$ cat config.mk
export PLATFORM = sky130hd
export DESIGN_NAME = hcb_ctrl
export DESIGN_NICKNAME = d
export VERILOG_FILES = /design/src/rtl/core/hcb_pkg.sv /design/src/rtl/core/hcb_ctrl.sv
export SDC_FILE = /design/constraint.sdc
export NUM_CORES = 1
export LEC_CHECK = 0
export BUFFER_PORTS_ARGS = -buffer_cell sky130_fd_sc_hd__buf_2
export CORE_AREA = 2 2 39 41
export CTS_CLUSTER_DIAMETER = 40
export DETAILED_ROUTE_END_ITERATION = 7
export DIE_AREA = 0 0 41 43
export HOLD_SLACK_MARGIN = 0.02
export PLACE_DENSITY = 0.56
export SLEW_MARGIN = 40
export SYNTH_ARGS = -nofsm -noshare
export SYNTH_HDL_FRONTEND = slang
export SYNTH_SLANG_ARGS = --single-unit
$ cat constraint.sdc
create_clock -name clk_i -period 1.3 [get_ports clk_i]
set_input_delay 0.065 -clock clk_i [delete_from_list [all_inputs] [get_ports clk_i]]
set_output_delay 0.065 -clock clk_i [all_outputs]
set_load 0.03 [all_outputs]
$ cat src/rtl/core/hcb_pkg.sv
package hcb_pkg;

  localparam int unsigned DefMaxSymbols = 32;
  localparam int unsigned DefWeightBits = 16;
  localparam int unsigned SymBits       = 8;
  localparam int unsigned InWeightBits  = 16;
  localparam int unsigned LenBits       = 5;
  localparam int unsigned CodeBits      = 31;

  typedef enum logic [3:0] {
    StIdle,
    StRdA,
    StTakeA,
    StRdB,
    StTakeB,
    StMerge,
    StPop,
    StDecode,
    StLeaf,
    StPushR,
    StPushL
  } hcb_state_e;

  // Commands from the controller to the datapath.
  typedef struct packed {
    logic load;
    logic rd_front;
    logic take_a;
    logic take_b;
    logic merge;
    logic init_walk;
    logic pop;
    logic rd_node;
    logic push_r;
    logic push_l;
    logic clear;
  } hcb_cmd_t;

  // Status from the datapath to the controller.
  typedef struct packed {
    logic merge_done;
    logic is_leaf;
    logic stack_empty;
  } hcb_status_t;

endpackage

$ cat src/rtl/core/hcb_ctrl.sv
module hcb_ctrl import hcb_pkg::*; (
  input  logic        clk_i,
  input  logic        rst_ni,
  input  logic        start_i,
  input  logic        final_item_i,
  input  hcb_status_t status_i,
  output hcb_cmd_t    cmd_o,
  output logic        busy_o,
  output logic        strobe_o
);

  hcb_state_e state_q, state_d;

  always_ff @(posedge clk_i or negedge rst_ni) begin
    if (!rst_ni) begin
      state_q <= StIdle;
    end else begin
      state_q <= state_d;
    end
  end

  always_comb begin
    state_d  = state_q;
    cmd_o    = '0;
    busy_o   = 1'b1;
    strobe_o = 1'b0;
    case (state_q)
      StIdle: begin
        busy_o = 1'b0;
        if (start_i) begin
          cmd_o.load = 1'b1;
          if (final_item_i) state_d = StRdA;
        end
      end
      StRdA: begin
        if (status_i.merge_done) begin
          cmd_o.init_walk = 1'b1;
          state_d = StPop;
        end else begin
          cmd_o.rd_front = 1'b1;
          state_d = StTakeA;
        end
      end
      StTakeA: begin
        cmd_o.take_a = 1'b1;
        state_d = StRdB;
      end
      StRdB: begin
        cmd_o.rd_front = 1'b1;
        state_d = StTakeB;
      end
      StTakeB: begin
        cmd_o.take_b = 1'b1;
        state_d = StMerge;
      end
      StMerge: begin
        cmd_o.merge = 1'b1;
        state_d = StRdA;
      end
      StPop: begin
        cmd_o.pop = 1'b1;
        state_d = StDecode;
      end
      StDecode: begin
        cmd_o.rd_node = 1'b1;
        state_d = status_i.is_leaf ? StLeaf : StPushR;
      end
      StLeaf: begin
        strobe_o = 1'b1;
        if (status_i.stack_empty) begin
          cmd_o.clear = 1'b1;
          state_d = StIdle;
        end else begin
          state_d = StPop;
        end
      end
      StPushR: begin
        cmd_o.push_r = 1'b1;
        state_d = StPushL;
      end
      StPushL: begin
        cmd_o.push_l = 1'b1;
        state_d = StPop;
      end
      default: begin
        state_d = StIdle;
      end
    endcase
  end

endmodule

==> results of run 1 <==
==> placed cells by master, fill, tap and decap left out, types with 2 or more instances in the layout <==
cell      count
buf_4        16
buf_6         9
buf_2         7
nand2_1       6
dfrtp_2       4
nand2b_4      3
nor3_2        3
nor2_1        3
clkbuf_4      3
nor2_2        2
nor2_4        2
a21oi_1       2
a211oi_1      2
buf_12        2
==> final cells by class <==
class / count / area, µm²
Fill cell: 128 / 626
Timing Repair Buffer: 36 / 312
Multi-Input combinational cell: 36 / 292
Sequential cell: 4 / 105
Clock buffer: 3 / 22.5
Tap cell: 16 / 20.0
Inverter: 2 / 7.51
==> synth_stat cells, types with 2 or more instances <==
cell type	n
buf_6	2
nand2_1	7
nor2_1	7
a211oi_1	2
nand2b_4	2
nor3_1	3
buf_4	2
dfrtp_1	4
inv_1	2
a21oi_1	3
==> through the flow <==
| step | util [%] | power, mW |
|---|---|---|
| after floorplan | - | 1.07 |
| after CTS | 42.9 | 1.61 |
| after global routing | 54.8 | 2.21 |
| final | 54.8 | 2.09 |
| after global placement | 34.1 | 1.21 |
| after detailed placement | 34.1 | 1.20 |
==> critical path, cell delays in order (launching register included) <==
cell      delay [ps]
dfrtp_2          430
buf_12           140
nand2b_4         150
nor3_2           110
buf_4            180
==> timing repair <==
item / 4_1_cts / 5_1_grt
hold buffers: 1 / 0
endpoints found under the hold margin: 4 / 0
cloned: 0 / 0
pin swaps: 0 / 6
endpoints found under the setup margin: 13 / 13
gates resized for setup: 14 / 36
setup buffers: 7 / 7
==> how the worst max path moves through the flow <==
| stage | slack (ps) | cells after the start | to |
|---|---|---|---|
| 6_report | -40 | 4 | cmd_o[8] |
| 5_1_grt | -70 | 4 | cmd_o[8] |
| 4_1_cts | -10 | 3 | cmd_o[0] |
| 3_5_place_dp | 80 | 3 | cmd_o[5] |
| 3_3_place_gp | 60 | 3 | cmd_o[8] |
| 2_1_floorplan | -90 | 3 | cmd_o[7] |
==> logic make-up after synthesis <==
logic type	count (synthesis)	synth area share (%)
muxes	1	2.65
and+or+nand+nor	26	39.7
xor gates and xnor gates	1	2.32
buffers and inverters	7	13.2
AOI/OAI and AO/OA	8	15.6
DFF	4	26.5
==> power groups by stage <==
stage               combinational (mW)  sequential (mW)  clock (mW)
finish                            1.59            0.334       0.164
global route                      1.69            0.343       0.175
CTS                               1.08            0.369       0.169
detailed placement               0.824            0.375           0
global placement                 0.824            0.382           0
floorplan                        0.860            0.210           0
==> layer usage <==
layer	wire, µm	track usage, %	vias up	part of all wire (%)
li1	-	-	230	-
met1	602	19.5	233	45
met2	680	19.1	13	51
met3	51	3.14	0	3.8
met4	0	2.00	0	0
met5	0	0	-	0
==> flow_metrics.py, run 1 <==
metrics = {
    "synthesis": {
        "seq_area_frac_synth_pct": 26.5,
        "synthArstFlopShare_pct": 100,
        "synth_top_area_share_pct": 26.5,
        "synth_fp_nets": 54,
        "synthDistinctLibCells": 23,
        "syn_area_per_cell_um2": 8.04,
        "synth_top_area_cell": "dfrtp_1",
        "syn_inst": 47,
        "ys_ff_latch": 4,
        "yosys_warnings": 0,
        "synth_area_um2": 378,
        "synth_area_leaders": "dfrtp_1, nand2b_4, nand2_1, nor2_1, buf_6",
        "synth_edf_count": 0,
        "synth_ff_type": "dfrtp_1",
    },
    "sta": {
        "holdWs_ps": 107,
        "setup_viol": 6,
        "drv_slew": 0,
        "setup-tns-final_ps": -124,
        "fin_crit_sh_pct": 103,
        "layout_setup_ws_ps": -38.5,
        "worst_pin_slew_ps": 253,
        "skew_ps": 10.1,
        "fmax_ghz": 0.747,
        "period_minus_slack_ps": 1340,
        "final-hold-violation-count": 0,
        "rsz0062_at_grt": "yes",
        "slew_headroom_pct": 83.0,
    },
    "critical_path": {
        "crit_required_ps": 1240,
        "r2r_end": "state_q[2]",
        "crit_path_end_kind": "output port",
        "critPathLaunchType": "register",
        "crit_fanout": 4,
        "r2r_setup_slack_ps": 40,
        "worstReg2RegStart": "state_q[0]",
        "path_class": "reg2out",
        "critPathLaunch": "state_q[0]",
        "crit_arrival_ps": 1270,
        "reg2regPathDepth": 5,
    },
    "die": {
        "die_area_mm2": 0.00176,
        "fp.dieW_um": 41,
        "rows": 14,
        "dieHeight_um": 43,
        "initial_core_util_pct": 27.3,
        "ios": 20,
        "core_mm2": 0.00138,
    },
    "status": {
        "violations": "negative setup slack",
        "status": "finished, violations left",
    },
    "drt": {
        "antenna_left": 0,
        "drtIter0Drc": 2,
        "wl_per_cell_um": 13.8,
        "drc": 0,
        "firstDrtPassIters": 2,
        "vias": 476,
        "postRouteWirelength_um": 1330,
        "vias_per_cell": 4.91,
    },
    "cts": {
        "cts-buffers-inserted": 3,
        "cts.path.max_buffers": 2,
        "htreeDepth": 1,
        "cts_tree": "built",
        "path_clk_slew_ps": 50,
        "cts_root_buffer": "clkbuf_4",
        "insertion_delay_ps": 240,
        "clock-sinks": 4,
    },
    "layout": {
        "largest_registers": "state_q (4)",
        "regMostFlops": "state_q",
        "design_area_um2": 758,
        "drive_above_1_share_pct": 71.6,
        "largest_register_ffs": 4,
        "syn_to_final_growth_pct": 101,
        "layout.nets": 90,
        "diodes": 0,
        "stdcell_count": 97,
    },
    "power_and_ir_drop": {
        "combPwrFrac_pct": 76.1,
        "powerDensity_mw_per_mm2": 2750,
        "switchingPower_mw": 0.980,
        "p_int_mw": 1.11,
        "p_leak_nw": 0.357,
        "switching_share_pct": 46.9,
        "peakVddDrop_mv": 1.26,
        "pwr-share-clk_pct": 7.9,
        "pwr-share-seq_pct": 16.0,
    },
    "placed_design": {
        "gp_congestion": 0.745,
        "pre_cts_ws_ps": 75.9,
        "dp.cells": 79,
        "port_buffers": 19,
        "placed_area_um2": 472,
        "dpl.hpwl_um": 597,
    },
    "min_path": {
        "hold_depth": 4,
        "hp-start": "status_i[1]",
        "hold_class": "in2reg",
        "hold_path_end": "state_q[0]",
    },
    "global_routing": {
        "global_route.usage.total_pct": 13.1,
        "grt_pass1_vias": 368,
        "grt_pass1_wl_um": 1600,
        "grt_max_degree": 11,
        "grt.overflow.total": 0,
        "antenna_found_initial": 0,
    },
    "run": {
        "max-cap-violations": 0,
    },
}
No activity file was read; power rests on OpenSTA's default activity.
==> run 2: changes to the inputs <==
REMOVE_ABC_BUFFERS = 1   (was unset)
==> run 2 against run 1 <==
Net effect:
- the flow now finishes without violations
- via count fell by 6.7%
- critical path depth is 1 lower
- clock power increased by 3%
- clock-buffer cell count unchanged
- first-iteration DRC count rose by 50%
- largest cell class is now multi-input gates
- highest routed layer is now met4
==> flow_metrics.py, run 2 (synthesis results as in run 1) <==
metrics = {
    "status": {
        "status": "completed",
    },
    "placed_design": {
        "pre_cts_ws_ps": 66.0,
        "dp.cells": 79,
        "placed_area_um2": 465,
        "dpl.hpwl_um": 619,
        "gp_congestion": 0.740,
        "port_buffers": 19,
    },
    "sta": {
        "setup_viol": 0,
        "drv_slew": 0,
        "rsz0062_at_grt": "yes",
        "worst_pin_slew_ps": 224,
        "fmax_ghz": 0.778,
        "setup-tns-final_ps": 0,
        "slew_headroom_pct": 85.0,
        "fin_crit_sh_pct": 98.9,
        "final-hold-violation-count": 0,
        "layout_setup_ws_ps": 14.6,
        "period_minus_slack_ps": 1290,
        "holdWs_ps": 104,
        "skew_ps": 6.24,
    },
    "layout": {
        "stdcell_count": 94,
        "regMostFlops": "state_q",
        "syn_to_final_growth_pct": 73.2,
        "final_common_cell": "buf_4",
        "layout.nets": 87,
        "largest_registers": "state_q (4)",
        "most-common-layout-cells": "buf_4, buf_2, nand2_1",
        "finish.utilization_pct": 47.3,
        "fill_cells": 144,
        "design_area_um2": 654,
        "largest_register_ffs": 4,
        "diodes": 0,
        "drive_above_1_share_pct": 65.4,
    },
    "cts": {
        "htreeDepth": 1,
        "path_clk_slew_ps": 40,
        "insertion_delay_ps": 250,
        "cts-buffers-inserted": 3,
        "cts.path.max_buffers": 2,
        "clock-sinks": 4,
        "cts_root_buffer": "clkbuf_4",
        "cts_tree": "built",
    },
    "critical_path": {
        "path_cells": "buf_6, nor3_1, buf_4",
        "crit_fanout": 7,
        "r2r_setup_slack_ps": 30,
        "crit_path_end_kind": "output port",
        "crit_family": "flip-flops",
        "slowest_stage": "dfrtp_2",
        "critPathLaunchType": "register",
        "crit_arrival_ps": 1220,
        "path_class": "reg2out",
        "path_buf_inv": 2,
        "max_stage_delay_ps": 470,
        "crit_required_ps": 1240,
    },
    "min_path": {
        "hold_class": "in2reg",
    },
    "global_routing": {
        "global_route.usage.total_pct": 14.8,
        "grt.overflow.total": 0,
        "antenna_found_initial": 0,
        "grt_pass1_wl_um": 1700,
        "grt_max_degree": 9,
        "grt_pass1_vias": 395,
    },
    "run": {
        "max-cap-violations": 0,
    },
    "drt": {
        "vias": 444,
        "drtIter0Drc": 3,
        "drc": 0,
        "firstDrtPassIters": 3,
        "vias_per_cell": 4.72,
        "antenna_left": 0,
        "wl_per_cell_um": 12.0,
        "postRouteWirelength_um": 1130,
    },
    "die": {
        "initial_core_util_pct": 27.3,
        "fp.dieW_um": 41,
        "rows": 14,
        "core_mm2": 0.00138,
        "dieHeight_um": 43,
        "ios": 20,
        "die_area_mm2": 0.00176,
    },
    "power_and_ir_drop": {
        "power.total_mw": 1.80,
        "powerDensity_mw_per_mm2": 2740,
        "p_leak_nw": 0.325,
        "peakVddDrop_mv": 1.04,
    },
}
==> run 2: cell types whose count changed in the layout (fill, tap and decap cells not counted), sizes merged <==
cell	change
buf	-3
==> run 2: report_power, final <==
group | total, mW | switching [mW] | internal (mW)
clock | 0.169 | 0.0647 | 0.104
sequential | 0.335 | 0.141 | 0.194
combinational | 1.29 | 0.668 | 0.623
==> run 2: path summary, 6_finish.rpt <==
kind	startpoint	to	cells past startpoint
setup / recovery	state_q[0]	strobe_o	3
hold / removal	status_i[1]	state_q[0]	4
setup reg to reg	state_q[0]	state_q[2]	4
hold reg to reg	state_q[2]	state_q[2]	2
max in group asynchronous	rst_ni	state_q[2]	2
min in group asynchronous	rst_ni	state_q[1]	2
==> run 2: final cells by class <==
class / count / area (µm²) / share of cell area [%]
tap: 16 / 20.0 / 3.06
inverter: 2 / 7.51 / 1.15
sequential: 4 / 105 / 16.1
clock buffer: 3 / 22.5 / 3.44
timing repair buffer: 33 / 231 / 35.4
multi-input combinational: 36 / 268 / 40.9
==> run 2: what timing repair did <==
| item | in CTS | in global routing |
|---|---|---|
| endpoints found under the hold margin | 4 | 0 |
| buffers inserted | 7 | 4 |
| hold buffers | 1 | 0 |
| gates resized for setup | 10 | 22 |
| endpoints found under the setup margin | 13 | 14 |
==> run 2: per-layer routing <==
| metal | routed length, µm | up-vias | GRT usage (%) |
|---|---|---|---|
| met3 | 83 | 5 | 6.81 |
| met1 | 474 | 202 | 18.0 |
| met4 | 21 | 0 | 8.00 |
| met2 | 547 | 14 | 20.6 |
| met5 | 0 | - | 0 |
| li1 | - | 223 | - |
==> run 2: worst min-delay path: stages <==
cell and delay (ps):
buf_2 70, nand2_1 40, nand2_1 60, a211oi_1 70
==> run 3: changes to the inputs <==
SETUP_SLACK_MARGIN = 0.4   (was unset)
==> run 3 against run 2 <==
Net effect:
- power is 14% higher
- routed wire length increased by 17%
- first-iteration DRC count down 33%
- final cell count is 1.1% higher
- flip-flop and latch count unchanged
- register-to-register slack better by 20 ps
- maximum frequency fell by 0.60%
- clock power grew 2%
- via count up 4.7%
- critical path depth stayed put
- clock skew rose by 1.2 ps
- non-clock buffer count rose by 1
- critical endpoint is now cmd_o[5]
- largest cell class unchanged
==> flow_metrics.py, run 3 (synthesis results as in run 1) <==
metrics = {
    "drt": {
        "vias_per_cell": 4.89,
        "firstDrtPassIters": 4,
        "drtIter0Drc": 2,
        "antenna_left": 0,
        "vias": 465,
        "wl_per_cell_um": 13.9,
        "drc": 0,
        "postRouteWirelength_um": 1320,
    },
    "layout": {
        "fill_cells": 137,
        "final_common_cell": "buf_4",
        "stdcell_count": 95,
        "layout.nets": 88,
        "ff_latch_area_um2": 105,
        "largest_registers": "state_q (4)",
        "regMostFlops": "state_q",
        "finish.utilization_pct": 54.2,
        "most-common-layout-cells": "buf_4, buf_6, buf_2, nand2_1",
        "largest_register_ffs": 4,
        "drive_above_1_share_pct": 74.7,
        "diodes": 0,
        "multi_input_comb_area_um2": 324,
        "design_area_um2": 751,
        "syn_to_final_growth_pct": 98.7,
    },
    "critical_path": {
        "crit_fanout": 7,
        "critPathLaunchType": "register",
        "max_stage_delay_ps": 470,
        "path_class": "reg2out",
        "r2r_end": "state_q[2]",
        "path_cells": "buf_4, and4_1, buf_6",
        "reg2regPathDepth": 4,
        "crit_arrival_ps": 1230,
        "worstReg2RegStart": "state_q[0]",
        "crit_required_ps": 1240,
        "slowest_stage": "dfrtp_2",
        "r2r_setup_slack_ps": 50,
        "crit_path_end_kind": "output port",
    },
    "min_path": {
        "hold_class": "in2reg",
        "hold_depth": 4,
        "hp-start": "status_i[1]",
        "hold_path_end": "state_q[0]",
    },
    "die": {
        "dieHeight_um": 43,
        "fp.dieW_um": 41,
        "core_mm2": 0.00138,
        "rows": 14,
        "initial_core_util_pct": 27.3,
        "ios": 20,
        "die_area_mm2": 0.00176,
    },
    "placed_design": {
        "gp_congestion": 0.740,
        "pre_cts_ws_ps": 66.0,
        "port_buffers": 19,
        "dp.cells": 79,
        "placed_area_um2": 465,
        "dpl.hpwl_um": 619,
    },
    "cts": {
        "cts_root_buffer": "clkbuf_4",
        "clock-sinks": 4,
        "cts.path.max_buffers": 2,
        "path_clk_slew_ps": 40,
        "cts_tree": "built",
        "cts-buffers-inserted": 3,
        "htreeDepth": 1,
        "insertion_delay_ps": 250,
    },
    "power_and_ir_drop": {
        "powerDensity_mw_per_mm2": 2730,
        "switching_share_pct": 49.3,
        "power.total_mw": 2.05,
        "combPwrFrac_pct": 74.5,
        "p_leak_nw": 0.341,
        "switchingPower_mw": 1.01,
        "pwr-share-clk_pct": 8.4,
        "pwr-share-seq_pct": 17.1,
        "peakVddDrop_mv": 1.12,
        "p_int_mw": 1.04,
    },
    "global_routing": {
        "grt_pass1_vias": 455,
        "global_route.usage.total_pct": 16.9,
        "grt.overflow.total": 0,
        "antenna_found_initial": 0,
        "grt_pass1_wl_um": 1960,
        "grt_max_degree": 9,
    },
    "sta": {
        "period_minus_slack_ps": 1290,
        "worst_pin_slew_ps": 223,
        "holdWs_ps": 101,
        "fin_crit_sh_pct": 99.5,
        "fmax_ghz": 0.773,
        "rsz0062_at_grt": "yes",
        "setup-tns-final_ps": 0,
        "final-hold-violation-count": 0,
        "slew_headroom_pct": 85.0,
        "setup_viol": 0,
        "drv_slew": 0,
        "layout_setup_ws_ps": 6.79,
        "skew_ps": 7.42,
    },
    "run": {
        "max-cap-violations": 0,
    },
    "status": {
        "status": "completed",
    },
}
-- run 3: cell types whose count changed in the layout (fill, tap and decap cells not counted), moves of 2 or more --
cell     before  now
nor2_1        4    2
buf_4        21   16
buf_6         1    9
a21oi_1       2    0
nor2_4        1    4
-- run 3: final cells by class --
type	instances	area share, %
Tap cell	16	2.67
Clock buffer	3	3.00
Inverter	2	1.00
Multi-Input combinational cell	36	43.2
Sequential cell	4	14.0
Timing Repair Buffer	34	36.2
-- run 3: worst max-delay path by stage --
stage / startpoint / endpoint / slack (ps)
floorplan: state_q[2] / cmd_o[0] / -310
global placement: state_q[3] / cmd_o[9] / 70
detailed placement: state_q[0] / state_q[2] / 70
CTS: state_q[2] / cmd_o[0] / 0.7
global route: state_q[1] / cmd_o[0] / -60
finish: state_q[0] / cmd_o[5] / 7
-- run 3: worst max-delay path: cells and delay by family (launching register included) --
kind	cells	cell delay (ps)
flip-flops	1	470
buffers and inverters	2	300
AND/OR/NAND/NOR	1	200
-- run 3: timing repair --
item	in CTS	in global routing
setup endpoints to repair	17	17
hold endpoints to repair	4	0
gates resized for setup	26	22
setup buffers	10	2
pin swaps	5	6
hold buffers	1	0
-- run 3: metal layers --
layer	global-route usage (%)	wire length, µm	vias up
met2	25.0	691	16
met4	8.00	17	0
met3	6.81	85	3
met1	20.3	523	222
met5	0	0	-
li1	-	-	224
-- run 3: power by group through the flow --
| stage | Sequential (mW) | Combinational (mW) | Clock [mW] |
|---|---|---|---|
| finish | 0.350 | 1.53 | 0.173 |
| global route | 0.364 | 1.65 | 0.185 |
| CTS | 0.327 | 1.23 | 0.171 |
| detailed placement | 0.365 | 0.831 | 0 |
| global placement | 0.365 | 0.823 | 0 |
| floorplan | 0.338 | 0.609 | 0 |
